$ cat config.mk
export PLATFORM = sky130hd
export DESIGN_NAME = fractal_escape_time_flat
export DESIGN_NICKNAME = d
export VERILOG_FILES = /design/src/rtl/fet_pkg.sv /design/src/rtl/fet_ifs.sv /design/src/rtl/fractal_escape_time.sv /design/src/flat_wrapper.sv
export SDC_FILE = /design/constraint.sdc
export NUM_CORES = 2
export LEC_CHECK = 0
export BUFFER_PORTS_ARGS = -buffer_cell sky130_fd_sc_hd__buf_2
export CAP_MARGIN = 20
export CORE_MARGIN = 10
export CORE_UTILIZATION = 40
export DETAILED_ROUTE_END_ITERATION = 10
export PLACE_DENSITY = 0.54
export SYNTH_ARGS = -nofsm -noshare
export SYNTH_HDL_FRONTEND = slang
export SYNTH_SLANG_ARGS = --single-unit
export TNS_END_PERCENT = 100
$ cat constraint.sdc
create_clock -name clk_i -period 12.3 [get_ports clk_i]
set_input_delay 0.615 -clock clk_i [delete_from_list [all_inputs] [get_ports clk_i]]
set_output_delay 0.615 -clock clk_i [all_outputs]
set_load 0.02 [all_outputs]
$ cat src/rtl/fet_pkg.sv
// Shared constants, register indexes and sequencer states of the escape-time evaluator.
`default_nettype none

package fet_pkg;

  // Pixel index width and fixed-point fraction width of all coordinates.
  localparam int COORD_BITS = 12;
  localparam int FRAC_BITS  = 28;

  // Field widths.
  localparam int CFG_IDX_W  = 3;
  localparam int CFG_DATA_W = 32;
  localparam int COORD_W    = 32;
  localparam int STEP_W     = 31;
  localparam int ITER_W     = 16;
  localparam int GREY_W     = 8;

  // Configuration register indexes.
  localparam logic [CFG_IDX_W-1:0] CFG_JULIA_MODE = 3'd0;
  localparam logic [CFG_IDX_W-1:0] CFG_ORIGIN_RE  = 3'd1;
  localparam logic [CFG_IDX_W-1:0] CFG_ORIGIN_IM  = 3'd2;
  localparam logic [CFG_IDX_W-1:0] CFG_PIXEL_STEP = 3'd3;
  localparam logic [CFG_IDX_W-1:0] CFG_MAX_ITER   = 3'd4;
  localparam logic [CFG_IDX_W-1:0] CFG_JULIA_C_RE = 3'd5;
  localparam logic [CFG_IDX_W-1:0] CFG_JULIA_C_IM = 3'd6;

  // Reset values of the configuration registers.
  localparam logic signed [COORD_W-1:0] ORIGIN_RST = COORD_W'(-(64'sd2 <<< FRAC_BITS));
  localparam logic [STEP_W-1:0] PIXEL_STEP_RST = STEP_W'(64'd1 << (FRAC_BITS - 10));
  localparam logic [ITER_W-1:0] MAX_ITER_RST   = ITER_W'(255);

  // Sequencer states.
  typedef enum logic [3:0] {
    ST_IDLE,
    ST_PT_RE,
    ST_PT_IM,
    ST_PT_DONE,
    ST_SQ_RR,
    ST_SQ_II,
    ST_SQ_RI,
    ST_UPD,
    ST_DONE
  } state_e;

endpackage

`default_nettype wire

$ cat src/rtl/fet_ifs.sv
// Handshake interfaces for the pixel, result and configuration channels.
`default_nettype none

interface fet_pix_if;
  import fet_pkg::*;
  logic                  valid;
  logic                  ready;
  logic [COORD_BITS-1:0] column;
  logic [COORD_BITS-1:0] row;
  modport source (output valid, column, row, input ready);
  modport sink (input valid, column, row, output ready);
endinterface

interface fet_res_if;
  import fet_pkg::*;
  logic                  valid;
  logic                  ready;
  logic [GREY_W-1:0]     grey_level;
  logic [COORD_BITS-1:0] column_out;
  logic [COORD_BITS-1:0] row_out;
  modport source (output valid, grey_level, column_out, row_out, input ready);
  modport sink (input valid, grey_level, column_out, row_out, output ready);
endinterface

interface fet_cfg_if;
  import fet_pkg::*;
  logic                  valid;
  logic                  ready;
  logic [CFG_IDX_W-1:0]  index;
  logic [CFG_DATA_W-1:0] data;
  modport source (output valid, index, data, input ready);
  modport sink (input valid, index, data, output ready);
endinterface

`default_nettype wire

$ cat src/rtl/fractal_escape_time.sv
// Escape-time fractal pixel evaluator (Mandelbrot or Julia) with one shared multiplier.
//
// Usage:
//   cfg_i  : register writes (index, data); always ready. Write only while no pixel
//            is in flight and no result is waiting.
//   pix_i  : one transaction names one pixel by column and row. Ready only while
//            the sequencer is idle; one pixel is evaluated at a time.
//   res_o  : one transaction per pixel with the grey level and the echoed indices.
// Timing: a pixel forms its point and picks start values (PT_RE, PT_IM, PT_DONE),
//   then each iteration forms three products through the one 33x33 multiplier
//   (SQ_RR, SQ_II, SQ_RI) plus an update step (UPD), and the done state hands the
//   result over; an escaping point also forms the three products of its failing test.
//   The next pixel is taken in the cycle after the result enters the output register.
// Stall: the result waits in the output register while res_o.ready is low; a new
//   pixel is still accepted, and its own result waits in the done state until the
//   output register frees up.
// Reset: asynchronous, active low; restores all configuration registers to their
//   defaults (Mandelbrot, origin -2-2i, step 2^-10, limit 255) and empties the output.
`default_nettype none

module fractal_escape_time (
  input  wire        clk_i,
  input  wire        rst_ni,
  fet_cfg_if.sink    cfg_i,
  fet_pix_if.sink    pix_i,
  fet_res_if.source  res_o
);
  import fet_pkg::*;

  localparam int MUL_W     = 33;
  localparam int WIDE_W    = 64;
  localparam int ESC_SHIFT = 2 * FRAC_BITS + 2;
  localparam int ESC_SH_C  = (ESC_SHIFT < WIDE_W) ? ESC_SHIFT : WIDE_W - 1;
  localparam logic signed [WIDE_W-1:0] SAT_MAX = 64'sd2147483647;
  localparam logic signed [WIDE_W-1:0] SAT_MIN = -64'sd2147483648;

  // Clamp a wide signed value to the signed 32-bit coordinate range.
  function automatic logic signed [COORD_W-1:0] sat32(input logic signed [WIDE_W-1:0] v);
    logic signed [COORD_W-1:0] r;
    if (v > SAT_MAX) begin
      r = SAT_MAX[COORD_W-1:0];
    end else if (v < SAT_MIN) begin
      r = SAT_MIN[COORD_W-1:0];
    end else begin
      r = v[COORD_W-1:0];
    end
    return r;
  endfunction

  // Configuration registers.
  logic                      julia_q;
  logic signed [COORD_W-1:0] origin_re_q;
  logic signed [COORD_W-1:0] origin_im_q;
  logic [STEP_W-1:0]         pixel_step_q;
  logic [ITER_W-1:0]         max_iter_q;
  logic signed [COORD_W-1:0] c_fix_re_q;
  logic signed [COORD_W-1:0] c_fix_im_q;

  // Sequencer and datapath.
  state_e                    state_q, state_d;
  logic [COORD_BITS-1:0]     col_q, row_q;
  logic [ITER_W-1:0]         step_q;
  logic [ITER_W:0]           step_inc;
  logic signed [COORD_W-1:0] zr_q, zi_q, cr_q, ci_q;
  logic signed [WIDE_W-1:0]  prod_q, rr_q, diff_q;
  logic signed [MUL_W-1:0]   mul_a, mul_b;
  logic signed [2*MUL_W-1:0] mul_p;
  logic signed [WIDE_W-1:0]  pt_origin, pt_sum;
  logic signed [COORD_W-1:0] pt_val;
  logic [WIDE_W-1:0]         mag;
  logic                      escaped;
  logic                      pix_acc;
  logic                      res_load;

  // Output register.
  logic                      res_valid_q;
  logic [GREY_W-1:0]         grey_q;
  logic [COORD_BITS-1:0]     col_out_q, row_out_q;

  // Configuration writes; the port never stalls.
  assign cfg_i.ready = 1'b1;

  always_ff @(posedge clk_i or negedge rst_ni) begin
    if (!rst_ni) begin
      julia_q      <= 1'b0;
      origin_re_q  <= ORIGIN_RST;
      origin_im_q  <= ORIGIN_RST;
      pixel_step_q <= PIXEL_STEP_RST;
      max_iter_q   <= MAX_ITER_RST;
      c_fix_re_q   <= '0;
      c_fix_im_q   <= '0;
    end else if (cfg_i.valid) begin
      case (cfg_i.index)
        CFG_JULIA_MODE: julia_q      <= cfg_i.data[0];
        CFG_ORIGIN_RE:  origin_re_q  <= cfg_i.data;
        CFG_ORIGIN_IM:  origin_im_q  <= cfg_i.data;
        CFG_PIXEL_STEP: pixel_step_q <= cfg_i.data[STEP_W-1:0];
        CFG_MAX_ITER:   max_iter_q   <= cfg_i.data[ITER_W-1:0];
        CFG_JULIA_C_RE: c_fix_re_q   <= cfg_i.data;
        CFG_JULIA_C_IM: c_fix_im_q   <= cfg_i.data;
        default: ;
      endcase
    end
  end

  // The shared multiplier; its product is always registered in prod_q.
  assign mul_p = mul_a * mul_b;

  // Point coordinate from the previous product, clamped.
  assign pt_origin = (state_q == ST_PT_IM) ? WIDE_W'(origin_re_q) : WIDE_W'(origin_im_q);
  assign pt_sum    = pt_origin + prod_q;
  assign pt_val    = sat32(pt_sum);

  // Escape test: |z|^2 from rr_q and the square of the imaginary part in prod_q.
  assign mag      = WIDE_W'($unsigned(rr_q)) + WIDE_W'($unsigned(prod_q));
  assign escaped  = (ESC_SHIFT < WIDE_W) && ((mag >> ESC_SH_C) != '0);
  assign step_inc = {1'b0, step_q} + 17'd1;
  assign pix_acc  = pix_i.valid && pix_i.ready;

  // Sequencer state register.
  always_ff @(posedge clk_i or negedge rst_ni) begin
    if (!rst_ni) begin
      state_q <= ST_IDLE;
    end else begin
      state_q <= state_d;
    end
  end

  // Next state, multiplier operands and handshake outputs.
  always_comb begin
    state_d     = state_q;
    pix_i.ready = (state_q == ST_IDLE);
    res_load    = 1'b0;
    mul_a       = '0;
    mul_b       = '0;
    case (state_q)
      ST_IDLE: begin
        if (pix_i.valid) state_d = ST_PT_RE;
      end
      ST_PT_RE: begin
        mul_a   = MUL_W'(col_q);
        mul_b   = MUL_W'(pixel_step_q);
        state_d = ST_PT_IM;
      end
      ST_PT_IM: begin
        mul_a   = MUL_W'(row_q);
        mul_b   = MUL_W'(pixel_step_q);
        state_d = ST_PT_DONE;
      end
      ST_PT_DONE: begin
        state_d = (max_iter_q == '0) ? ST_DONE : ST_SQ_RR;
      end
      ST_SQ_RR: begin
        mul_a   = MUL_W'(zr_q);
        mul_b   = MUL_W'(zr_q);
        state_d = ST_SQ_II;
      end
      ST_SQ_II: begin
        mul_a   = MUL_W'(zi_q);
        mul_b   = MUL_W'(zi_q);
        state_d = ST_SQ_RI;
      end
      ST_SQ_RI: begin
        mul_a   = MUL_W'(zr_q);
        mul_b   = MUL_W'(zi_q);
        state_d = escaped ? ST_DONE : ST_UPD;
      end
      ST_UPD: begin
        state_d = (step_inc < {1'b0, max_iter_q}) ? ST_SQ_RR : ST_DONE;
      end
      ST_DONE: begin
        if (!res_valid_q || res_o.ready) begin
          res_load = 1'b1;
          state_d  = ST_IDLE;
        end
      end
      default: state_d = ST_IDLE;
    endcase
  end

  // Iteration count, which alone among the datapath registers needs a known start.
  always_ff @(posedge clk_i or negedge rst_ni) begin
    if (!rst_ni) begin
      step_q <= '0;
    end else if (pix_acc) begin
      step_q <= '0;
    end else if (state_q == ST_UPD) begin
      step_q <= step_inc[ITER_W-1:0];
    end
  end

  // Datapath registers: pixel indices, products and the complex values.
  always_ff @(posedge clk_i) begin
    prod_q <= mul_p[WIDE_W-1:0];
    if (pix_acc) begin
      col_q <= pix_i.column;
      row_q <= pix_i.row;
    end
    case (state_q)
      ST_PT_IM: begin
        if (julia_q) begin
          zr_q <= pt_val;
          cr_q <= c_fix_re_q;
        end else begin
          zr_q <= '0;
          cr_q <= pt_val;
        end
      end
      ST_PT_DONE: begin
        if (julia_q) begin
          zi_q <= pt_val;
          ci_q <= c_fix_im_q;
        end else begin
          zi_q <= '0;
          ci_q <= pt_val;
        end
      end
      ST_SQ_II: rr_q <= prod_q;
      ST_SQ_RI: diff_q <= rr_q - prod_q;
      ST_UPD: begin
        zr_q <= sat32((diff_q >>> FRAC_BITS) + WIDE_W'(cr_q));
        zi_q <= sat32((prod_q >>> (FRAC_BITS - 1)) + WIDE_W'(ci_q));
      end
      default: ;
    endcase
  end

  // Output register: filled from the done state, emptied by the receiver.
  always_ff @(posedge clk_i or negedge rst_ni) begin
    if (!rst_ni) begin
      res_valid_q <= 1'b0;
    end else if (res_load) begin
      res_valid_q <= 1'b1;
    end else if (res_o.ready) begin
      res_valid_q <= 1'b0;
    end
  end

  always_ff @(posedge clk_i) begin
    if (res_load) begin
      grey_q    <= step_q[GREY_W-1:0];
      col_out_q <= col_q;
      row_out_q <= row_q;
    end
  end

  assign res_o.valid      = res_valid_q;
  assign res_o.grey_level = grey_q;
  assign res_o.column_out = col_out_q;
  assign res_o.row_out    = row_out_q;

`ifndef SYNTHESIS
  // A freshly accepted pixel cannot produce a result in the very next cycle.
  a_no_instant_result: assert property (@(posedge clk_i) disable iff (!rst_ni)
    pix_acc |=> !res_load)
    else $error("result loaded right after a pixel was accepted");

  // z holds while its square products are being formed.
  a_z_stable: assert property (@(posedge clk_i) disable iff (!rst_ni)
    (state_q == ST_SQ_II) |=> (zr_q == $past(zr_q) && zi_q == $past(zi_q)))
    else $error("z changed between its products");

  // The iteration count only clears or advances by one.
  a_step_inc: assert property (@(posedge clk_i) disable iff (!rst_ni)
    (step_q != $past(step_q)) |-> (step_q == $past(step_q) + 16'd1 || step_q == '0))
    else $error("iteration count jumped");
`endif

endmodule

`default_nettype wire

$ cat src/flat_wrapper.sv
// flat-port wrapper written by rule: the top's interface ports become plain ports
module fractal_escape_time_flat import fet_pkg::*;
  (clk_i, rst_ni, cfg_i_valid, cfg_i_index, cfg_i_data, cfg_i_ready, pix_i_valid, pix_i_column, pix_i_row, pix_i_ready, res_o_valid, res_o_grey_level, res_o_column_out, res_o_row_out, res_o_ready);
  fet_cfg_if cfg_i_i ();
  fet_pix_if pix_i_i ();
  fet_res_if res_o_i ();
  input  wire clk_i;
  input  wire rst_ni;
  input wire logic [$bits(cfg_i_i.valid)-1:0] cfg_i_valid;
  input wire logic [$bits(cfg_i_i.index)-1:0] cfg_i_index;
  input wire logic [$bits(cfg_i_i.data)-1:0] cfg_i_data;
  output wire logic [$bits(cfg_i_i.ready)-1:0] cfg_i_ready;
  input wire logic [$bits(pix_i_i.valid)-1:0] pix_i_valid;
  input wire logic [$bits(pix_i_i.column)-1:0] pix_i_column;
  input wire logic [$bits(pix_i_i.row)-1:0] pix_i_row;
  output wire logic [$bits(pix_i_i.ready)-1:0] pix_i_ready;
  output wire logic [$bits(res_o_i.valid)-1:0] res_o_valid;
  output wire logic [$bits(res_o_i.grey_level)-1:0] res_o_grey_level;
  output wire logic [$bits(res_o_i.column_out)-1:0] res_o_column_out;
  output wire logic [$bits(res_o_i.row_out)-1:0] res_o_row_out;
  input wire logic [$bits(res_o_i.ready)-1:0] res_o_ready;
  assign cfg_i_i.valid = cfg_i_valid;
  assign cfg_i_i.index = cfg_i_index;
  assign cfg_i_i.data = cfg_i_data;
  assign cfg_i_ready = cfg_i_i.ready;
  assign pix_i_i.valid = pix_i_valid;
  assign pix_i_i.column = pix_i_column;
  assign pix_i_i.row = pix_i_row;
  assign pix_i_ready = pix_i_i.ready;
  assign res_o_valid = res_o_i.valid;
  assign res_o_grey_level = res_o_i.grey_level;
  assign res_o_column_out = res_o_i.column_out;
  assign res_o_row_out = res_o_i.row_out;
  assign res_o_i.ready = res_o_ready;
  fractal_escape_time u_core (.clk_i(clk_i), .rst_ni(rst_ni), .cfg_i(cfg_i_i), .pix_i(pix_i_i), .res_o(res_o_i));
endmodule
# ---- Word-level counts from Yosys, hierarchy flattened
# Cells that the tools add are included.
# W data, S select, Z words.
dict set report op_classes {
  n_addsub 6
  multipliers 1
  n_lt_le_gt_ge 7
  eq_ne 16
  muxes 26
  n_reduce_logical 22
}
# cell n
set op_table {}
lappend op_table {{$mux W32} 9}
lappend op_table {{$gt A64 B32 Y1 const B} 3}
lappend op_table {{$lt A64 B32 Y1 const B} 3}
lappend op_table {{$pmux W33 S4} 1}
lappend op_table {{$add A64 B64 Y64} 2}
lappend op_table {{$pmux W32 S2} 2}
lappend op_table {{$pmux W33 S3} 1}
lappend op_table {{$mul A33 B33 Y64} 1}
lappend op_table {{$mux W64} 1}
lappend op_table {{$reduce_bool A64 Y1} 1}
lappend op_table {{$sub A64 B64 Y64} 1}
lappend op_table {{$add A37 B32 Y38} 1}
lappend op_table {{$add A36 B32 Y37} 1}
lappend op_table {{$pmux W4 S9} 1}
lappend op_table {{$mux W16} 2}
lappend op_table {{$mux W4} 5}
lappend op_table {{$add A16 B1 Y17 const B} 1}
lappend op_table {{$lt A17 B16 Y1} 1}
lappend op_table {{$eq A4 B3 Y1 const B} 4}
lappend op_table {{$logic_not A16 Y1} 1}
lappend op_table {{$reduce_and A2 Y1} 8}
lappend op_table {{$eq A3 B3 Y1 const B} 3}
lappend op_table {{$eq A4 B2 Y1 const B} 2}
lappend op_table {{$reduce_bool A2 Y1} 4}
lappend op_table {{13 further kinds} 19}
dict set report word_totals {
  ff_bits 573
  input_bits 64
  out_inout_bits 35
  wordCells 100
}

# ---- Longest topological paths before layout
dict set report logic_depth {
  ltp_word 8
  mapped_depth 44
  ltp_nobuf 38
}

# ---- Least setup slack after synthesis
# OpenSTA, ideal clock, no wires.
dict set report synth_timing {
  path_type {register -> register}
  start {register u_core.state_q[3]}
  end {register u_core.prod_q[62]}
  setup_ns 0.127
  arrival_ns 11.114
  required_ns 12.173
  slack_ns 1.060
  stages_incl_launch_ff 38
  path_buffers 6
  period_less_slack_ns 11.240
  path_cell_list {dfrtp_1 clkbuf_1 nand2b_1 clkbuf_1 nor2_1 clkbuf_1 buf_1 nand2_1 nand2_1 clkbuf_1 nand2_1 fa_1 fa_1 inv_1 fa_1 inv_1 fa_1 inv_1 [2 not listed] fa_1 fa_1 ha_1 clkbuf_1 a211oi_1 nand2_1 nor2_1 o211ai_1 a221o_1 a31oi_1 o21a_1 o31ai_1 nand2_1 o21ai_0 o41ai_1 o21a_1 o21ai_0 xor2_1}
}
dict set report synth_between {
  elab_chain_len 4
  elab_cells_between_ends 11
  cone_classes {1 x mul; 5 x eq/ne; 2 x mux; 3 x reduce/logical}
}
# element line_no
set synth_lines {}
lappend synth_lines {{from (decl)} fractal_escape_time.sv:60} ;# state_e state_q, state_d;
lappend synth_lines {{from (signal assigned)} fractal_escape_time.sv:125} ;# state_q <= state_d;
lappend synth_lines {{$eq A4 B3 Y1 (tied with other cells)} fractal_escape_time.sv:136} ;# case (state_q)
lappend synth_lines {{$reduce_or A2 Y1 (no line)} -}
lappend synth_lines {{$pmux W33 S4 / $pmux W33 S3 (equally long branches)} fractal_escape_time.sv:136}
lappend synth_lines {{$mul A33 B33 Y64 (*)} fractal_escape_time.sv:107} ;# assign mul_p = mul_a * mul_b;
lappend synth_lines {{via u_core.mul_p[62]} fractal_escape_time.sv:67} ;# logic signed [2*MUL_W-1:0] mul_p;
lappend synth_lines {{to (signal assigned)} fractal_escape_time.sv:194} ;# prod_q <= mul_p[WIDE_W-1:0];
lappend synth_lines {{to (decl)} fractal_escape_time.sv:65} ;# logic signed [WIDE_W-1:0] prod_q, rr_q, diff_q;
# The timed path passes the listed nets; every way through them passes the cells marked *.
# A chain may end at the register's enable or synchronous reset.

# ---- Worst setup path in the final report
dict set report layout_timing {
  start {register u_core.state_q[1]}
  end {register u_core.prod_q[61]}
}
# Same word-level chain as after synthesis.

==> results.md <==
- The worst endpoint data arrival time is 12.37 ns.
- The startpoint identified for the worst register-to-register timing path is u_core.state_q[1]$_DFFE_PN0P_.
- Max-cap violations in this run came to 0.
- For this run, global-route usage on met1 was measured as 0.347.
- The final worst clock skew is 0.0698 ns.
- The type of element capturing the critical path is a flip-flop.
- The total negative slack for setup checks is 0 ns.
- Excluding fillers, the count of instances in the completed layout stands at 9,555.
- The relative slew slack is 0.184.
- The largest individual stage delay along the critical path comes from the cell nor4b_1.
- The number of buffers added by the clock tree synthesis step is 58.
- Measured in cells, the most critical reg-to-reg path has a length of 31.
- Detailed placement ended at an HPWL of 208 mm.
- The register area is 0.0148 sq mm.
- The count of pins on the block boundary is 99.
- The top achievable clock speed is 84.8 MHz.
- Entering global routing, the biggest net connects 86 pins.
- For this run, the post-layout net count is 8,842.
- The number of detailed-routing iterations run before antenna repair is 11.
- STA puts the critical path data required time at 12.87 ns.
- The detailed-route wire length per cell is 26.5 um.
- The worst hold path begins at pix_i_column[2].
- Clock latency on the worst-skew pair, taken at its later pin, is 0.69 ns.
- The worst-case register-to-register setup slack is 0.50 ns.
- In this design, the stage delay of the slowest critical-path cell is 0.90 ns.
- Counting tap cells, the placed design contains a total of 9,431 instances.
- The detail route stage leaves a number of antenna-violating nets equal to 0.
- Of all nets on the critical path, the largest fanout is 33.
- The clock passes through at most 3 buffers.
- The initial antenna violation count is 16.
- The floorplan has 152 rows.
- For this configuration, the core starts out at a cell density of 0.403.
- The dominant cell type by count on the critical path is fa_1.
- Setup repair after global routing left no endpoint under its margin.
- In this run the tool buffered the top-level ports with 97 buffer cells.
- Yosys mapped the design onto 104 distinct sky130hd cell types.
- The number of hold violations in the final report was 0.
- The number of nets handed over by synthesis was 8,847.
- STA classifies the critical path startpoint as a flip-flop.
- Counting every sink on the clock net gives 545.
- The width of the die is 436 um.
- The area used by multi-input combinational logic is 0.0489 sq mm.
- The tree is rooted in a clkbuf_16.
- The global-route usage over all layers is 0.261.
- The family with the most delay on the worst path is adder cells.
- The number of pins with negative max-slew slack in the final report was 0.
- The starting DRC count in detailed routing is 4,705.
- Counting instances, the worst hold path has a depth of 1.
- The CTS H-tree depth is 2.
- The region available for standard cell placement spans 0.172 sq mm.
- The wire length reported by the detailed router is 254 mm.
- The number of global-route vias before repair is 54,700.
- The first global-routing pass estimated 371 mm of wire.
- The final RePlAce weighted congestion is 0.955.
- Clock-pin slew was measured on the worst setup and hold paths at 0.07 ns.
- The slew of the pin with the lowest slew margin is 1.21 ns.
- In the final layout, the share of cells above drive strength 1 is 0.0914.
- The number of vias per cell after detailed routing is 5.55.
- The via count is 53,100.
- The global routing stage identified its most utilized layer as met2.
- Counting both buffers and inverters, the worst setup path holds a total of 6.
- For this run, global-route usage on met2 was measured as 0.423.
- After technology mapping, the gate count stands at 7,187.
- The post-CTS setup buffer count is 0.
- The path with the worst hold slack has its endpoint at u_core.col_q[2]$_DFFE_PP_.
- The synthesized design contains 284 enable-type register cells.
- The routed design could run at a clock period as short as 11.80 ns.
- In the synthesized netlist the async set-or-reset flop fraction comes to 0.361.
- The critical path class is reg2reg.
- The total overflow reported by the global router is 0.
- Among all flip-flop cells after synthesis, the most frequent one is edfxtp_1.
- The flow ran to the end, and the final reports show no timing, DRC or antenna violations.
- The count of warnings emitted by yosys is 0.
- Setup violations remaining at the end of the flow were counted as 0.
- The sequential cell area fraction in the yosys report is 0.213.
- For this run, design rule violations remaining after detail routing come to 0.
- Synthesis inferred 545 register bits.
- The worst register-to-register path ends at u_core.prod_q[61]$_DFF_P_.
- The part of the cycle the worst path needs is 0.959.
- The mapped cell area is 0.0693 sq mm.
- The met3 usage is 0.0345.
- The die footprint is 0.190 sq mm.
- The mean instance size in the synthesized netlist is 9.64 sq um.
- The path class of the lowest-slack min-delay path is in2reg.
- Relative to the synthesized area, the layout overhead comes to 7.83%.
- The layout filler cell count is 16,900.
- The die extent in y is 436 um.
- The CTS tree is yes.
## synth_stat cells, types with 11 or more instances
cell type / instances / area, sq um
o21bai_1: 57 / 428
inv_1: 1178 / 4420
nand2_1: 809 / 3040
o21ai_0: 156 / 781
and2_1: 53 / 332
nand3_1: 93 / 465
nor2b_1: 35 / 219
edfxtp_1: 284 / 8530
and3_1: 30 / 188
a22o_1: 22 / 193
buf_6: 11 / 124
nand4_1: 34 / 213
a211oi_1: 28 / 210
a221o_1: 64 / 641
dfstp_2: 15 / 394
fa_1: 1108 / 22200
a22oi_1: 73 / 548
o31ai_1: 22 / 165
or3_1: 11 / 68.8
mux2_2: 193 / 2170
nor2_1: 734 / 2760
ha_1: 488 / 6110
a211o_1: 12 / 105
o21a_1: 29 / 218
dfxtp_1: 64 / 1280
buf_1: 21 / 78.8
nor4_1: 33 / 206
or2_2: 21 / 131
dfrtp_1: 182 / 4550
xor2_1: 72 / 631
a31oi_1: 29 / 181
o211ai_1: 30 / 225
nor3_1: 67 / 335
a21oi_1: 274 / 1370
clkbuf_1: 267 / 1000
o21ai_1: 20 / 100
nand2b_1: 56 / 350
buf_2: 15 / 75.1
a21o_1: 144 / 1080
o211ai_2: 11 / 138
xnor2_1: 161 / 1410
## how the worst max path moves through the flow
stage / start / to / slack (ns) / depth (start not counted)
after floorplan: u_core.state_q[3]$_DFFE_PN0P_ / u_core.prod_q[62]$_DFF_P_ / 1.06 / 37
after global placement: u_core.state_q[1]$_DFFE_PN0P_ / u_core.prod_q[61]$_DFF_P_ / 0.95 / 31
after detailed placement: u_core.state_q[1]$_DFFE_PN0P_ / u_core.prod_q[61]$_DFF_P_ / 0.82 / 31
after CTS: u_core.state_q[1]$_DFFE_PN0P_ / u_core.prod_q[61]$_DFF_P_ / 0.78 / 31
after global routing: u_core.state_q[1]$_DFFE_PN0P_ / u_core.prod_q[61]$_DFF_P_ / 0.36 / 31
final: u_core.state_q[1]$_DFFE_PN0P_ / u_core.prod_q[61]$_DFF_P_ / 0.50 / 31
## registers in the layout, indices dropped and copies added, names as in the netlist, 4 cells and up
| name | cells |
|---|---|
| u_core.diff_q | 36 |
| u_core.rr_q | 64 |
| u_core.state_q | 4 |
| u_core.col_q | 12 |
| u_core.max_iter_q | 16 |
| u_core.c_fix_re_q | 32 |
| u_core.res_o.column_out | 12 |
| u_core.ci_q | 32 |
| u_core.res_o.grey_level | 8 |
| u_core.step_q | 16 |
| u_core.origin_re_q | 32 |
| u_core.zr_q | 32 |
| u_core.res_o.row_out | 12 |
| u_core.pixel_step_q | 31 |
| u_core.cr_q | 32 |
| u_core.origin_im_q | 32 |
| u_core.prod_q | 64 |
| u_core.zi_q | 32 |
| u_core.row_q | 12 |
| u_core.c_fix_im_q | 32 |
## area by class of cell
type                       instances  share of cell area
antenna                           13            0.000435
clock buffer                      81              0.0222
clock inverter                    29             0.00464
inverter                        1179              0.0592
multi-input combinational       5139               0.654
sequential                       545               0.198
tap                             2310              0.0387
timing repair buffer             259              0.0232
## metal layers
layer,part of all wire,routed length [um]
met5,0.000051,13
met3,0.063,15900
met2,0.46,117000
met4,0.057,14500
met1,0.42,106000
## logic make-up after synthesis
| logic type | after synthesis | synth area share |
|---|---|---|
| mux | 196 | 0.0318 |
| other cells | 1 | 0.0000541 |
| simple gates | 2033 | 0.127 |
| flops | 545 | 0.213 |
| xor+xnor | 234 | 0.0297 |
| compound gates | 1079 | 0.107 |
| fa+ha+maj | 1596 | 0.408 |
| buf+inv | 1503 | 0.0837 |
## repair_timing
| item | in CTS | in global routing |
|---|---|---|
| hold buffers | 1 | 0 |
| endpoints found under the hold margin | 27 | 0 |
| resized for setup | 0 | 0 |
## through the flow
stage	util	worst slack [ns]	cell area, sq um	hold slack [ns]
floorplan	-	1.06	69300	0.319
global placement	0.423	0.954	72600	0.483
detailed placement	0.423	0.821	72700	0.491
CTS	0.434	0.775	74700	0.0761
global route	0.435	0.361	74700	0.0878
finish	0.435	0.503	74700	0.106
## cells in the final DEF, fill, tap and decap left out, types with 67 or more instances in the layout
master       n
xnor2_1    161
a21oi_1    274
ha_1       488
nand2_1    809
buf_2       96
nand3_1     93
edfxtp_1   284
inv_1     1177
fa_1      1107
a21o_1     144
mux2_2     193
xor2_1      72
o21ai_0    156
buf_4      159
nor2_1     729
a22oi_1     67
dfrtp_1    181
Power is left out: the tool's default activity adds up to more than one toggle a clock period on the data nets, which glitch-free logic cannot reach.
